==> src/design/srt_pkg.sv <==
package srt_pkg;

   typedef struct packed {
      logic signed [15:0] scale_x;
      logic signed [15:0] scale_y;
      logic signed [15:0] scale_z;
      logic [15:0]        angle_x;
      logic [15:0]        angle_y;
      logic [15:0]        angle_z;
      logic signed [31:0] move_x;
      logic signed [31:0] move_y;
      logic signed [31:0] move_z;
   } srt_req_type;

   typedef struct packed {
      logic signed [23:0] m00;
      logic signed [23:0] m01;
      logic signed [23:0] m02;
      logic signed [23:0] m10;
      logic signed [23:0] m11;
      logic signed [23:0] m12;
      logic signed [23:0] m20;
      logic signed [23:0] m21;
      logic signed [23:0] m22;
      logic signed [31:0] out_x;
      logic signed [31:0] out_y;
      logic signed [31:0] out_z;
   } srt_rsp_type;

   localparam int CORDIC_STEPS = 30;
   localparam int WORK_BITS    = 30;
   localparam logic signed [33:0] CORDIC_GAIN = 34'sd652032874;

   // CORDIC rotation state; x and y in Q30 with headroom, z in 2^32 units per turn.
   typedef struct packed {
      logic signed [33:0] x_a, y_a;
      logic signed [33:0] x_b, y_b;
      logic signed [33:0] x_c, y_c;
      logic signed [33:0] z_a, z_b, z_c;
      logic [1:0]         q_a, q_b, q_c;
   } srt_rot_type;

   function automatic logic signed [33:0] atan_turns(input int step);
      logic signed [33:0] v;
      case (step)
         0:  v = 34'sh020000000;  1: v = 34'sh012E4051E;
         2:  v = 34'sh009FB385B;  3: v = 34'sh0051111D4;
         4:  v = 34'sh0028B0D43;  5: v = 34'sh00145D7E1;
         6:  v = 34'sh000A2F61E;  7: v = 34'sh000517C55;
         8:  v = 34'sh00028BE53;  9: v = 34'sh000145F2F;
         10: v = 34'sh0000A2F98; 11: v = 34'sh0000517CC;
         12: v = 34'sh000028BE6; 13: v = 34'sh0000145F3;
         14: v = 34'sh00000A2FA; 15: v = 34'sh00000517D;
         16: v = 34'sh0000028BE; 17: v = 34'sh00000145F;
         18: v = 34'sh000000A30; 19: v = 34'sh000000518;
         20: v = 34'sh00000028C; 21: v = 34'sh000000146;
         22: v = 34'sh0000000A3; 23: v = 34'sh000000051;
         24: v = 34'sh000000029; 25: v = 34'sh000000014;
         26: v = 34'sh00000000A; 27: v = 34'sh000000005;
         28: v = 34'sh000000003; 29: v = 34'sh000000001;
         default: v = '0;
      endcase
      return v;
   endfunction

endpackage

==> src/design/srt_cordic_cell.sv <==
module srt_cordic_cell
   import srt_pkg::*;
#(
   parameter int STEP = 0
) (
   input  logic        clock,
   input  logic        enable,
   input  srt_rot_type rot_in,
   output srt_rot_type rot_out
);

   srt_rot_type rot_in_w, rot_ff;

   function automatic logic signed [67:0] rotate(
      input logic signed [33:0] x, input logic signed [33:0] y,
      input logic signed [33:0] z);
      logic signed [33:0] dx, dy;
      dx = y >>> STEP;
      dy = x >>> STEP;
      if (!z[33]) begin
         return {x - dx, y + dy};
      end else begin
         return {x + dx, y - dy};
      end
   endfunction

   always_comb begin
      rot_in_w = rot_in;
      {rot_in_w.x_a, rot_in_w.y_a} = rotate(rot_in.x_a, rot_in.y_a, rot_in.z_a);
      {rot_in_w.x_b, rot_in_w.y_b} = rotate(rot_in.x_b, rot_in.y_b, rot_in.z_b);
      {rot_in_w.x_c, rot_in_w.y_c} = rotate(rot_in.x_c, rot_in.y_c, rot_in.z_c);
      rot_in_w.z_a = rot_in.z_a[33] ? rot_in.z_a + atan_turns(STEP)
                                    : rot_in.z_a - atan_turns(STEP);
      rot_in_w.z_b = rot_in.z_b[33] ? rot_in.z_b + atan_turns(STEP)
                                    : rot_in.z_b - atan_turns(STEP);
      rot_in_w.z_c = rot_in.z_c[33] ? rot_in.z_c + atan_turns(STEP)
                                    : rot_in.z_c - atan_turns(STEP);
   end

   always_ff @(posedge clock) begin
      if (enable) begin
         rot_ff <= rot_in_w;
      end
   end

   assign rot_out = rot_ff;

endmodule

==> config.mk <==
export PLATFORM = sky130hd
export DESIGN_NAME = srt_cordic_cell
export DESIGN_NICKNAME = d
export VERILOG_FILES = /design/src/design/srt_pkg.sv /design/src/design/srt_cordic_cell.sv
export SDC_FILE = /design/constraint.sdc
export NUM_CORES = 1
export LEC_CHECK = 0
export BUFFER_PORTS_ARGS = -buffer_cell sky130_fd_sc_hd__buf_2
export CORE_MARGIN = 4
export CORE_UTILIZATION = 40
export CTS_CLUSTER_SIZE = 28
export DETAILED_ROUTE_END_ITERATION = 6
export PLACE_DENSITY = 0.75
export SLEW_MARGIN = 10
export SYNTH_ARGS = -nofsm -noshare
export SYNTH_HDL_FRONTEND = slang
export SYNTH_SLANG_ARGS = --single-unit
==> constraint.sdc <==
create_clock -name clock -period 3.7 [get_ports clock]
set_input_delay 0.555 -clock clock [delete_from_list [all_inputs] [get_ports clock]]
set_output_delay 0.555 -clock clock [all_outputs]
set_load 0.02 [all_outputs]
### Word-level counts from Yosys, hierarchy flattened

Cells that the tools add are included.

| storage, ports and cells | value |
|---|---|
| flip-flop bits (word level) | 312 |
| latch bits | 0 |
| bits in writable memories | 0 |
| bits in read-only memories | 0 |
| input port bits | 314 |
| output and inout port bits | 312 |
| logic and storage cells | 33 |
| memories kept | 0 |

| operators by class | value |
|---|---|
| add/sub/neg operators | 15 |
| multipliers | 0 |
| div/mod/pow operators | 0 |
| order comparisons | 0 |
| eq/ne operators | 0 |
| shifts and indexed selects | 0 |
| muxes and demuxes | 6 |
| bitwise operators | 0 |
| reductions and logical operators | 0 |

Operators by type and width:

| operator | count |
|---|---|
| 2-to-1 mux 68 bit | 3 |
| subtractor 34 bit | 6 |
| adder 34 x 31 -> 34 bit, second input constant | 3 |
| adder 34 bit | 3 |
| 2-to-1 mux 34 bit | 3 |
| subtractor 34 x 31 -> 34 bit, second input constant | 3 |

### Longest topological paths before layout

| logic depth | value |
|---|---|
| depth in word-level cells | 2 |
| depth in mapped cells | 13 |
| mapped depth without buffers | 13 |

### Worst setup path after synthesis

OpenSTA, ideal clock, no wires.

| path | value |
|---|---|
| kind | input port to flip-flop |
| from | in rot_in[177] (netlist bit) |
| to | reg rot_ff, in the netlist rot_out[243] (data pin) |
| setup time | 0.266 ns |
| data arrival time | 3.369 ns |
| required time | 3.434 ns |
| setup slack | 0.066 ns |
| stages on the path | 12 |
| path buffers | 0 |
| cell sequence | inv_1 ha_1 nor2b_1 o31a_1 o211a_1 or3_1 a311o_1 a311o_1 a2111oi_4 nand2b_1 a22oi_1 xor2_1 |

RTL lines:

| item | line | text |
|---|---|---|
| start, declared | srt_cordic_cell.sv:8 | `input srt_rot_type rot_in,` |
| end signal, assigned | srt_cordic_cell.sv:42 | `rot_ff <= rot_in_w;` |
| end, declared | srt_cordic_cell.sv:12 | `srt_rot_type rot_in_w, rot_ff;` |

==> results.py <==
metrics = {
    "synthesis": {
        "synthSimpleGateAreaFrac": 0.117,
        "yosysUniqueCellTypes": 76,
        "syn-instance-count": 2965,
        "yosys-top-cells-count": "a21oi_1 (366), inv_1 (312), edfxtp_1 (309)",
        "synth_top_family_by_area": "compound AO/OA/AOI/OAI gates",
        "synth-async-reset-ratio": 0,
        "avgSynthCellArea_sq_um": 8.96,
        "synth_seq_cells": 309,
        "synth_compound_area_frac": 0.230,
        "synth_edf_count": 309,
        "synth_xor_area_frac": 0.0660,
        "synth_flop_cell": "edfxtp_1",
        "yosysTopAreaCell": "edfxtp_1",
        "yosys-top-cells-area": "edfxtp_1 (35%), ha_1 (14%), a21oi_1 (6.9%)",
        "synthAdderAreaFrac": 0.153,
        "synth_area_sq_um": 26600,
        "yosysSeqAreaShare": 0.349,
        "yosysMostFrequentCell": "a21oi_1",
        "ys_warn_count": 0,
        "synth_top_area_share": 0.349,
        "synth_nets": 3597,
        "synthMuxAreaShare": 0.0181,
    },
    "status": {
        "status": "finished, final reports clean",
    },
    "critical_path": {
        "worstSetupEndpointType": "flip-flop",
        "startpoint_type": "input port",
        "cp_max_fo": 2,
        "slowest_delay_ns": 0.44,
        "path_cells": "buf_2 > inv_1 > ha_1 > nor2b_1 > o31a_1 > o211a_1 > or3_1 > a311o_1 > a311o_1 > a2111oi_4 > nand2b_1 > a22oi_1 > xor2_1",
        "crit_type": "in2reg",
        "path_common_cell": "a311o_1",
        "worstPathArrival_ns": 3.79,
        "cp.required_ns": 3.99,
        "cpMaxStageDelayCell": "a311o_1",
    },
    "cts": {
        "cts_sinks": 309,
        "postCtsSetupRepairBufs": 0,
        "cts_tree": "done",
        "path_clk_slew_ns": 0.07,
        "htreeDepth": 2,
        "clk_path_buf_depth": 3,
        "cts-root-buf": "clkbuf_16",
        "numCtsBuffers": 39,
    },
    "drt": {
        "num_vias": 26200,
        "remaining_drc_errors": 0,
        "ant_nets": 0,
        "wl_per_cell_um": 20.9,
        "dr.pass1.iters": 6,
        "viasPerCell": 5.55,
        "routed_wl_mm": 98.6,
        "drt_iter0_markers": 2431,
    },
    "global_route": {
        "grt_usage": 0.263,
        "antenna_found_initial": 30,
        "grt_pass1_vias": 25400,
        "grt_pass1_wl_mm": 146,
        "gr-total-overflow": 0,
        "grt_max_degree": 81,
    },
    "sta": {
        "hold_viol": 0,
        "finalCritPeriodShare": 0.946,
        "worst_pin_slew_ns": 0.787,
        "finalSetupViolCount": 0,
        "hold_ws_ns": 0.162,
        "setup-tns-final_ns": 0,
        "worst_slack_ns": 0.199,
        "min_period_ns": 3.50,
        "rsz0062_at_grt": "false",
        "slew_headroom": 0.470,
        "maxSlewViolCount": 0,
        "fmax_mhz": 286,
    },
    "floorplan": {
        "rows": 94,
        "die_y_um": 266,
        "die_w_um": 266,
        "io_pins": 626,
        "die_area_sq_um": 70600,
        "start_util": 0.404,
        "core_area_sq_um": 65700,
    },
    "finish": {
        "fin_nets": 4442,
        "largest_register_ffs": 309,
        "utilization": 0.518,
        "area_growth_pct": 28.4,
        "design_area_sq_um": 34100,
        "layoutNonFillerInstCount": 4724,
        "drive_gt1_frac": 0.267,
    },
    "placed_design": {
        "io_buffers": 625,
        "routabilityCongestion": 1.01,
        "hpwl_mm": 80.0,
        "placed_cell_area_sq_um": 32600,
        "detailedPlace.worstSlack_ns": -0.348,
        "dp_cells": 4633,
    },
    "pwr": {
        "power_mw": 14.0,
        "cellLeakagePower_nw": 15.8,
        "vdd_drop_max_v": 0.000338,
        "powerDensity_nw_per_um2": 411,
    },
    "worst_hold_path": {
        "worst_hold_path_type": "in2reg",
    },
    "flow_run": {
        "drv_cap": 0,
    },
}
[final cells by class]
cell class / instances / area (sq um)
multi-input cells: 2198 / 15500
flip-flops and latches: 309 / 9280
inverters: 326 / 1220
well taps: 864 / 1080
fillers: 6181 / 31700
repair buffers: 936 / 5520
clock inverters: 24 / 339
diodes: 22 / 55.1
clock buffers: 45 / 1040
[final timing paths]
kind        start      endpoint  slack (ns)  cells past startpoint
max   rot_in[177]  rot_out[243]        0.20                     13
min    rot_in[67]   rot_out[67]        0.16                      1
[worst max-delay path, delay by kind of cell]
family	cells	cell delay, ns
buffers and inverters	2	0.16
adder cells (fa/ha/maj)	1	0.30
AO/OA/AOI/OAI	6	1.87
AND/OR/NAND/NOR	3	0.75
XOR/XNOR	1	0.15
[per-layer routing]
layer | vias up | part of all wire | global-route usage | wire length [um]
li1 | 12300 | - | - | -
met1 | 12300 | 0.39 | 0.328 | 38900
met2 | 1295 | 0.47 | 0.433 | 46000
met3 | 233 | 0.094 | 0.0655 | 9290
met5 | - | 0.00053 | 0 | 52
met4 | 10 | 0.044 | 0.115 | 4380
[cell families after synthesis]
kind of cell               count (synthesis)
buffers and inverters                    458
muxes                                     48
AOI/OAI and AO/OA                        966
xor gates and xnor gates                 200
adders and majority gates                318
DFF                                      309
and+or+nand+nor                          666
[timing repair]
item | 4_1_cts | 5_1_grt
hold buffers | 0 | 0
resized for setup | 0 | 2
setup endpoints to repair | 0 | 1
[where the power goes]
| part | switching (mW) | internal, mW | leakage, nW | total, mW |
|---|---|---|---|---|
| registers | 0.166 | 4.52 | 3.02 | 4.69 |
| clock network | 1.56 | 2.58 | 0.662 | 4.14 |
| logic | 3.21 | 1.97 | 12.1 | 5.19 |
| total | 4.94 | 9.07 | 15.8 | 14.0 |
[cells in the final DEF, fill, tap and decap left out, types with 23 or more instances in the layout]
master     instances
o21a_1            27
nor4_1            24
a211oi_1          23
inv_1            312
nand4_1           27
o31ai_1           34
nand3_1           35
buf_4            307
nand2_1          122
nor3_1            66
clkbuf_16         41
nor2b_1           30
o211ai_1          24
nor2_1           264
a21oi_1          366
nand2b_1          31
buf_2            624
xnor2_1          180
a21o_1            77
mux2i_1           47
ha_1             306
o21ai_0          177
o21bai_1          69
edfxtp_1         309
Note: power is estimated with default switching activity, not from simulation.
